### src/tidp_pkg.sv
// shared types and constants for the ternary int8 dot product core
package tidp_pkg;

  localparam int unsigned NUM_LANES = 4;
  localparam int unsigned ACT_W     = 8;
  localparam int unsigned PROD_W    = 10;
  localparam int unsigned DELTA_W   = 11;
  localparam int unsigned SUM_W     = 21;
  localparam int unsigned DOT_W     = 22;

  // 2-bit weight codes, weight = code - 1
  localparam logic [1:0] CODE_NEG  = 2'd0;
  localparam logic [1:0] CODE_ZERO = 2'd1;
  localparam logic [1:0] CODE_POS  = 2'd2;
  localparam logic [1:0] CODE_DBL  = 2'd3;

  localparam logic signed [DOT_W-1:0] SUM_MAX = 22'sd1048575;
  localparam logic signed [DOT_W-1:0] SUM_MIN = -22'sd1048576;

  typedef logic signed [ACT_W-1:0]   act_t;
  typedef logic signed [PROD_W-1:0]  prod_t;
  typedef logic signed [DELTA_W-1:0] delta_t;
  typedef logic signed [SUM_W-1:0]   sum_t;
  typedef logic signed [DOT_W-1:0]   dot_t;

  typedef struct packed {
    logic fire;
    logic last;
  } acc_ctl_t;

endpackage

### src/tidp_lane.sv
// one lane: decodes a 2-bit weight code and forms its product with an activation
module tidp_lane (
  input  logic [1:0]     code,
  input  tidp_pkg::act_t act,
  output tidp_pkg::prod_t prod
);
  import tidp_pkg::*;

  prod_t act_ext;

  assign act_ext = prod_t'(act);

  always_comb begin
    case (code)
      CODE_NEG:  prod = -act_ext;
      CODE_ZERO: prod = '0;
      CODE_POS:  prod = act_ext;
      CODE_DBL:  prod = act_ext <<< 1;
      default:   prod = '0;
    endcase
  end

endmodule

### src/tidp_merge.sv
// merging stage: adds the lane products into the saturating running sum, and clears the sum after a last item
module tidp_merge (
  input  logic             clk,
  input  logic             rst_n,
  input  tidp_pkg::acc_ctl_t ctl,
  input  tidp_pkg::prod_t  prods [tidp_pkg::NUM_LANES],
  output tidp_pkg::dot_t   result_sum,
  output logic             result_sat
);
  import tidp_pkg::*;

  sum_t   running_sum_r, running_sum_nxt;
  logic   overflow_r, overflow_nxt;
  delta_t delta;
  dot_t   acc_wide;
  dot_t   acc_sat;
  logic   ovf_now;

  always_comb begin
    delta = '0;
    for (int i = 0; i < NUM_LANES; i++) begin
      delta = delta + delta_t'(prods[i]);
    end
    acc_wide = dot_t'(running_sum_r) + dot_t'(delta);
    ovf_now  = 1'b0;
    acc_sat  = acc_wide;
    if (acc_wide > SUM_MAX) begin
      acc_sat = SUM_MAX;
      ovf_now = 1'b1;
    end else if (acc_wide < SUM_MIN) begin
      acc_sat = SUM_MIN;
      ovf_now = 1'b1;
    end
  end

  assign result_sum = acc_sat;
  assign result_sat = overflow_r | ovf_now;

  always_comb begin
    running_sum_nxt = running_sum_r;
    overflow_nxt    = overflow_r;
    if (ctl.fire) begin
      if (ctl.last) begin
        running_sum_nxt = '0;
        overflow_nxt    = 1'b0;
      end else begin
        running_sum_nxt = acc_sat[SUM_W-1:0];
        overflow_nxt    = overflow_r | ovf_now;
      end
    end
  end

  always_ff @(posedge clk) begin
    if (!rst_n) begin
      running_sum_r <= '0;
      overflow_r    <= 1'b0;
    end else begin
      running_sum_r <= running_sum_nxt;
      overflow_r    <= overflow_nxt;
    end
  end

endmodule

### src/ternary_int8_dot_product_core.sv
// top level of the ternary weight by int8 activation dot product core
//
// input channel (in_valid/in_ready): one item per cycle, carrying a packed
// byte of four 2-bit weight codes (bits 7:6 pair with in_act_a, down to
// bits 1:0 with in_act_d) and four signed 8-bit activations; code c means
// weight c - 1. in_last_group marks the final item of a vector.
// result channel (out_valid/out_ready): one item per vector, holding the
// saturated 22-bit dot product and a flag set if the sum was clamped at
// any point of the vector.
// throughput: one item per cycle, set by the single accumulator feedback
// in the merging stage. a result is shown once the last item of its vector
// has left the lane stage register and its sum has gone into the output
// register, which takes it only when it is free.
// while a result waits, non-last items keep flowing into the sum; only a
// further last item stalls at the lane stage, and in_ready then drops.
// reset clears the running sum, its overflow flag and all valid bits.
module ternary_int8_dot_product_core (
  input  logic                 clk,
  input  logic                 rst_n,
  input  logic                 in_valid,
  output logic                 in_ready,
  input  logic [7:0]           in_weight_byte,
  input  tidp_pkg::act_t       in_act_a,
  input  tidp_pkg::act_t       in_act_b,
  input  tidp_pkg::act_t       in_act_c,
  input  tidp_pkg::act_t       in_act_d,
  input  logic                 in_last_group,
  output logic                 out_valid,
  input  logic                 out_ready,
  output tidp_pkg::dot_t       out_dot_sum,
  output logic                 out_saturated
);
  import tidp_pkg::*;

  act_t  acts [NUM_LANES];
  prod_t lane_prod [NUM_LANES];

  // lane stage register
  logic  s1_valid_r, s1_valid_nxt;
  logic  s1_last_r;
  prod_t s1_prod_r [NUM_LANES];

  // output register
  logic  out_valid_r, out_valid_nxt;
  dot_t  out_dot_sum_r;
  logic  out_saturated_r;

  logic     in_fire;
  logic     s1_fire;
  logic     out_free;
  acc_ctl_t acc_ctl;
  dot_t     merge_sum;
  logic     merge_sat;

  assign acts[0] = in_act_a;
  assign acts[1] = in_act_b;
  assign acts[2] = in_act_c;
  assign acts[3] = in_act_d;

  // one lane per packed weight code, first code in the top bits
  for (genvar g = 0; g < NUM_LANES; g++) begin : g_lane
    tidp_lane u_lane (
      .code (in_weight_byte[7-2*g -: 2]),
      .act  (acts[g]),
      .prod (lane_prod[g])
    );
  end

  // output register can take a new result this cycle
  assign out_free = !out_valid_r || out_ready;
  // a non-last item never needs the output register
  assign s1_fire  = s1_valid_r && (!s1_last_r || out_free);
  assign in_ready = !s1_valid_r || s1_fire;
  assign in_fire  = in_valid && in_ready;

  assign acc_ctl.fire = s1_fire;
  assign acc_ctl.last = s1_last_r;

  tidp_merge u_merge (
    .clk        (clk),
    .rst_n      (rst_n),
    .ctl        (acc_ctl),
    .prods      (s1_prod_r),
    .result_sum (merge_sum),
    .result_sat (merge_sat)
  );

  always_comb begin
    s1_valid_nxt = s1_valid_r;
    if (in_fire) begin
      s1_valid_nxt = 1'b1;
    end else if (s1_fire) begin
      s1_valid_nxt = 1'b0;
    end
  end

  always_comb begin
    out_valid_nxt = out_valid_r;
    if (s1_fire && s1_last_r) begin
      out_valid_nxt = 1'b1;
    end else if (out_ready) begin
      out_valid_nxt = 1'b0;
    end
  end

  always_ff @(posedge clk) begin
    if (!rst_n) begin
      s1_valid_r  <= 1'b0;
      out_valid_r <= 1'b0;
    end else begin
      s1_valid_r  <= s1_valid_nxt;
      out_valid_r <= out_valid_nxt;
    end
  end

  // payload registers, no reset needed
  always_ff @(posedge clk) begin
    if (in_fire) begin
      s1_last_r <= in_last_group;
      s1_prod_r <= lane_prod;
    end
    if (s1_fire && s1_last_r) begin
      out_dot_sum_r   <= merge_sum;
      out_saturated_r <= merge_sat;
    end
  end

  assign out_valid     = out_valid_r;
  assign out_dot_sum   = out_dot_sum_r;
  assign out_saturated = out_saturated_r;

  // a shown result always lies inside the 21-bit sum range
  a_sum_in_range: assert property (@(posedge clk) disable iff (!rst_n)
    out_valid_r |-> (out_dot_sum_r[DOT_W-1] == out_dot_sum_r[DOT_W-2]))
    else $error("result outside accumulator range");

  // the input only stalls behind an occupied lane stage
  a_stall_cause: assert property (@(posedge clk) disable iff (!rst_n)
    !in_ready |-> (s1_valid_r && s1_last_r && out_valid_r && !out_ready))
    else $error("input stalled without a blocked last item");

  // a last item leaving the lane stage always produces a result
  a_last_emits: assert property (@(posedge clk) disable iff (!rst_n)
    (s1_fire && s1_last_r) |=> out_valid_r)
    else $error("last item produced no result");

  // a non-last item never creates a result
  a_no_spurious: assert property (@(posedge clk) disable iff (!rst_n)
    (!out_valid_r && !(s1_fire && s1_last_r)) |=> !out_valid_r)
    else $error("result appeared without a last item");

endmodule
### config.mk
export PLATFORM = sky130hd
export DESIGN_NAME = ternary_int8_dot_product_core
export DESIGN_NICKNAME = d
export VERILOG_FILES = /design/src/tidp_pkg.sv /design/src/tidp_lane.sv /design/src/tidp_merge.sv /design/src/ternary_int8_dot_product_core.sv
export SDC_FILE = /design/constraint.sdc
export NUM_CORES = 1
export LEC_CHECK = 0
export ABC_AREA = 1
export BUFFER_PORTS_ARGS = -buffer_cell sky130_fd_sc_hd__buf_4
export CAP_MARGIN = 15
export CORE_UTILIZATION = 44
export DETAILED_ROUTE_END_ITERATION = 7
export PLACE_DENSITY = 0.69
export SYNTH_ARGS = -nofsm -noshare
export SYNTH_HDL_FRONTEND = slang
export SYNTH_HIERARCHICAL = 1
export SYNTH_SLANG_ARGS = --single-unit
### constraint.sdc
create_clock -name clk -period 4.5 [get_ports clk]
set_input_delay 0.9 -clock clk [delete_from_list [all_inputs] [get_ports clk]]
set_output_delay 0.9 -clock clk [all_outputs]
set_load 0.01 [all_outputs]
[After elaboration in Yosys (flattened, before gate mapping)]
Cells that the tools add are included.
Word-level totals
  register bits: 88
  bits of input ports: 45
  output and inout bits: 25
  word-level logic and storage cells: 64
Cells by class
  add/subtract/negate cells: 8
  $lt $le $gt $ge: 2
  equal/unequal tests: 12
  multiplexer cells: 14
  bitwise operators: 1
  reduce and logical (&&, ||, !) cells: 15
Operators by type and width (count)
  case mux 10 bit (4 select lines): 4
  2-to-1 mux 21 bit: 2
  negator 8 -> 10 bit: 4
  adder 11 x 10 -> 11 bit: 2
  adder 21 x 11 -> 22 bit: 1
  greater-than comparator 22 x 21 -> 1 bit (second input constant): 1
  less-than comparator 22 x 21 -> 1 bit (second input constant): 1
  2-to-1 mux 22 bit: 1
  equality test 2 bit (second input constant): 8
  adder 10 x 10 -> 11 bit: 1
  equality test 2 x 1 -> 1 bit (second input constant): 4
  logical NOT 2 bit: 4
  2-to-1 mux 1 bit: 7
  nonzero test 2 bit: 2
  logical AND 1 bit: 3
  logical NOT 1 bit: 3
  logical OR 1 bit: 3
  OR 1 bit: 1

[Longest topological paths before layout]
  depth after elaboration: 9
  mapped depth: 29
  mapped depth without buffers: 28

[Cells and area by module]
Netlist, hierarchy kept.
By module, submodules not included
  tidp_merge: instances 1, cells each 576, area an instance 3759.9 µm², sequential area each 440.4 µm²
  ternary_int8_dot_product_core: instances 1, cells each 83, area an instance 2043.2 µm², sequential area each 1961.9 µm²
  tidp_lane: instances 4, cells each 66, area an instance 339.1 µm², sequential area each 0.0 µm²

[Worst setup path after synthesis]
OpenSTA, ideal clock, no wires.
  path type: register to register
  from: reg s1_prod_r[19] (netlist bit)
  to: reg out_dot_sum_r[1] (netlist: out_dot_sum[1]), data pin
  library setup time: 0.261 ns
  data arrival time: 4.299 ns
  data required time: 4.239 ns
  path slack: -0.060 ns
  stages on the path, launching flop included: 23
  path buffers: 1
  clock period less this slack: 4.560 ns
  cells stage by stage: edfxtp_1 -> inv_1 -> fa_1 -> fa_1 -> inv_1 -> ha_1 -> nand2_1 -> nor3_1 -> nand3_1 -> o2111ai_1 -> xor2_1 -> ha_1 -> nand2_1 -> inv_1 -> nand2_1 -> nand2_1 -> a21oi_1 -> nand4_1 -> nand2_1 -> nand2_4 -> buf_12 -> inv_1 -> o21ai_0
Between the ends
  cells in the longest elaborated chain, start to end: 6
  elaborated cells between the ends (all ways): 7
  classes of those cells: 3 x add/sub; 2 x order compare; 2 x mux
Ends and longest elaborated chain
  start: declaration: line ternary_int8_dot_product_core.sv:41  | prod_t s1_prod_r [NUM_LANES];
  start signal: assignment: line ternary_int8_dot_product_core.sv:120  | s1_prod_r <= lane_prod;
  adder 11 x 10 -> 11 bit (*) (2 in a row): line tidp_merge.sv:22  | delta = delta + delta_t'(prods[i]);
  adder 21 x 11 -> 22 bit (*): line tidp_merge.sv:24  | acc_wide = dot_t'(running_sum_r) + dot_t'(delta);
  less-than comparator 22 x 21 -> 1 bit: line tidp_merge.sv:30  | end else if (acc_wide < SUM_MIN) begin
  2-to-1 mux 22 bit: line tidp_merge.sv:30
  2-to-1 mux 21 bit (*): line tidp_merge.sv:27  | if (acc_wide > SUM_MAX) begin
  via merge_sum[1]: line ternary_int8_dot_product_core.sv:52  | dot_t merge_sum;
  end signal: assignment: line ternary_int8_dot_product_core.sv:123  | out_dot_sum_r <= merge_sum;
  end: declaration: line ternary_int8_dot_product_core.sv:45  | dot_t out_dot_sum_r;
The timed path passes the listed nets; every way through them passes the cells marked *.
A chain may end at the register's enable or synchronous reset.

[Worst setup path after layout]
  from: reg s1_prod_r[14] (netlist bit)
  to: reg out_dot_sum_r[15] (netlist: out_dot_sum[15]), data pin
The elaborated chain is that of the path after synthesis.

==> impl_metrics.json <==
{
  "antenna_found_initial": 0,
  "worstSetupPathType": "reg2reg",
  "drt_iter0_drc": 261,
  "cts_hold_buf": 0,
  "violations": "negative setup slack",
  "period_share_pct": 103,
  "fillers": 1397,
  "final_common_cell": "nand2_1",
  "cts_made_buffers": 9,
  "crit_arrival_ps": 4720,
  "netlist_instances": 923,
  "pin_count": 70,
  "cts_tree": "done",
  "io_buffer_count": 69,
  "cp.required_ps": 4610,
  "drt_first_pass_iters": 5,
  "die_w_um": 130,
  "yosysSeqAreaShare_pct": 33.6,
  "fin_crit_ps": 4620,
  "cts_sinks": 88,
  "power.total_uw": 8770,
  "drive_above_1_share_pct": 39.4,
  "grt_pass1_vias": 6273,
  "whs_path_depth": 2,
  "final.setup_skew_ps": 10.9,
  "die_h_um": 130,
  "grt_usage_pct": 23.0,
  "stdcell_count": 1311,
  "cts_max_level": 3,
  "status": "finished, violations left",
  "grt_max_degree": 42,
  "synth.avg_cell_area_sq_um": 7.76,
  "slew_violations": 0,
  "worstHoldPathType": "reg2reg",
  "overflow": 0,
  "fmaxAchievable_mhz": 217,
  "vias": 6420,
  "cts-root-buf": "clkbuf_16",
  "cap_violations": 0,
  "antenna_left": 0,
  "drt-total-wl_um": 18300,
  "cp-end-kind": "flip-flop",
  "die-area_sq_um": 16800,
  "fin_util_pct": 60.7,
  "cellLeakagePower_uw": 0.00458,
  "cts_max_path_buffers": 2,
  "max_slew_margin_pct": 32.7,
  "ys_ff_latch": 88,
  "setup_violations": 41,
  "power_density_nw_per_um2": 910,
  "report.final.hold_viol_count": 0,
  "drcViolationCount": 0,
  "grt_pass1_wl_um": 29700,
  "initial_core_util_pct": 45.1,
  "dpl.hpwl_um": 12900,
  "ir_worst_vdd_mv": 0.814,
  "clock_latency_ps": 350,
  "wl_per_cell_um": 14.0,
  "clk_pin_slew_ps": 70,
  "diodes": 0,
  "startpoint_type": "flip-flop",
  "crit_fanout": 7,
  "grt_setup_unrepaired": "true",
  "place.gp.congestion": 0.930,
  "finalNetCount": 1194,
  "syn_nets": 1027,
  "worst_r2r_path_depth": 22,
  "layout_common_cells": "nand2_1 (211), buf_4 (151), inv_1 (150)",
  "synth_warnings": 6,
  "core_sq_um": 15900,
  "viasPerCell": 4.90,
  "worst_slack_ps": -117,
  "std_cell_rows": 46,
  "ys_types": 35,
  "tightest_slew_ps": 1010,
  "syn_area_sq_um": 7160,
  "syn_to_final_growth_pct": 34.7,
  "dp_cells": 1269
}
## critical path, stage by stage, from the launching register on
cell       delay (ps)
edfxtp_1          340
inv_2              50
fa_1              500
fa_1              520
inv_1              70
ha_4              270
nand2_1            90
o21ai_2           230
nand2_2           100
o2111ai_4         130
xor2_4            260
clkbuf_16         240
ha_4              220
nand2_1           100
nand2_2            80
nand2_1            60
nand2_1            80
a21oi_2           220
nand4_1           260
nand2_8           250
nand2_8           140
nand2_4           100
nand2_4            50
## Yosys cell counts
cell type / number / area, sq um
o21ai_0: 9 / 45.0
nand3_2: 5 / 50.1
o21ai_1: 1 / 5.00
a21oi_1: 26 / 130
inv_1: 164 / 616
buf_12: 2 / 40.0
dfxtp_1: 24 / 480
nand2_1: 236 / 886
o2111ai_1: 1 / 8.76
nand3b_1: 4 / 30.0
xnor2_1: 10 / 87.6
nand4_2: 1 / 12.5
nor2_2: 11 / 68.8
clkbuf_8: 1 / 13.8
nor2_4: 6 / 67.6
fa_1: 21 / 420
o22ai_1: 5 / 31.3
o21bai_1: 3 / 22.5
clkbuf_1: 4 / 15.0
ha_1: 38 / 475
nor2_1: 41 / 154
nand2_2: 78 / 488
a21oi_2: 20 / 175
nand3_1: 66 / 330
buf_6: 3 / 33.8
nand4_1: 13 / 81.3
inv_2: 21 / 78.8
o21ai_2: 12 / 105
buf_2: 1 / 5.00
nand3_4: 2 / 35.0
xor2_1: 14 / 123
edfxtp_1: 64 / 1920
o221ai_1: 8 / 70.1
nand2_4: 2 / 22.5
nor3_1: 6 / 30.0
## cell families (layout without fill, tap and decap cells)
| logic type | after synthesis | after routing | share of synthesized area, % |
|---|---|---|---|
| fa+ha+maj | 59 | 59 | 12.5 |
| buf+inv | 196 | 365 | 11.2 |
| flops | 88 | 88 | 33.6 |
| xor+xnor | 24 | 24 | 2.94 |
| compound gates | 85 | 85 | 8.28 |
| simple gates | 471 | 474 | 31.5 |
## layout make-up
| class | count | area [sq um] | area share (%) |
|---|---|---|---|
| inverters | 185 | 697 | 7.23 |
| well taps | 216 | 270 | 2.80 |
| clock inverters | 7 | 83.8 | 0.869 |
| repair buffers | 164 | 1360 | 14.1 |
| flip-flops and latches | 88 | 2400 | 24.9 |
| clock buffers | 9 | 225 | 2.34 |
| multi-input cells | 642 | 4610 | 47.8 |
## state kept, by name, summed over array words and instances (netlist names)
signal and cells:
out_dot_sum 22, out_saturated 1, out_valid 1, s1_last_r 1
s1_prod_r 40, s1_valid_r 1, u_merge/overflow_r 1, u_merge/running_sum_r 21
## where the power goes
group / total [uW] / internal (uW) / switching (uW)
Combinational: 6710 / 3030 / 3680
Sequential: 1290 / 1200 / 91.2
Clock: 775 / 441 / 334
## timing repair
item / CTS / global route
gates resized for setup: 75 / 56
pin swaps: 60 / 26
endpoints found under the setup margin: 45 / 45
setup buffers: 14 / 9
cloned: 4 / 1
## through the flow
step	cell area (sq um)	worst slack [ps]	TNS [ps]	hold WS, ps
after floorplan	7170	106	0	448
after global placement	8400	-369	-13880	461
after detailed placement	8400	-500	-19180	470
after CTS	9340	-17.7	-25.6	480
after global routing	9640	-359	-13970	488
final	9640	-117	-2810	480
## path summary, 6_finish.rpt
path / startpoint / to / slack [ps]
max: s1_prod_r[14]$_DFFE_PP_ / out_dot_sum[15]$_DFFE_PP_ / -120
min reg2reg: u_merge/running_sum_r[0]$_SDFFE_PN0P_ / u_merge/running_sum_r[0]$_SDFFE_PN0P_ / 480
min: u_merge/running_sum_r[0]$_SDFFE_PN0P_ / u_merge/running_sum_r[0]$_SDFFE_PN0P_ / 480
max reg2reg: s1_prod_r[14]$_DFFE_PP_ / out_dot_sum[15]$_DFFE_PP_ / -120
## routing by layer
layer  vias to the layer above  GRT usage (%)  wire, um
li1                       3266              -         -
met1                      2974           25.5      7350
met2                       136           42.4      9660
met3                        44           4.95       675
met4                         0           9.51       625
met5                         -              0         0
Power figures use the tool's default switching activity.
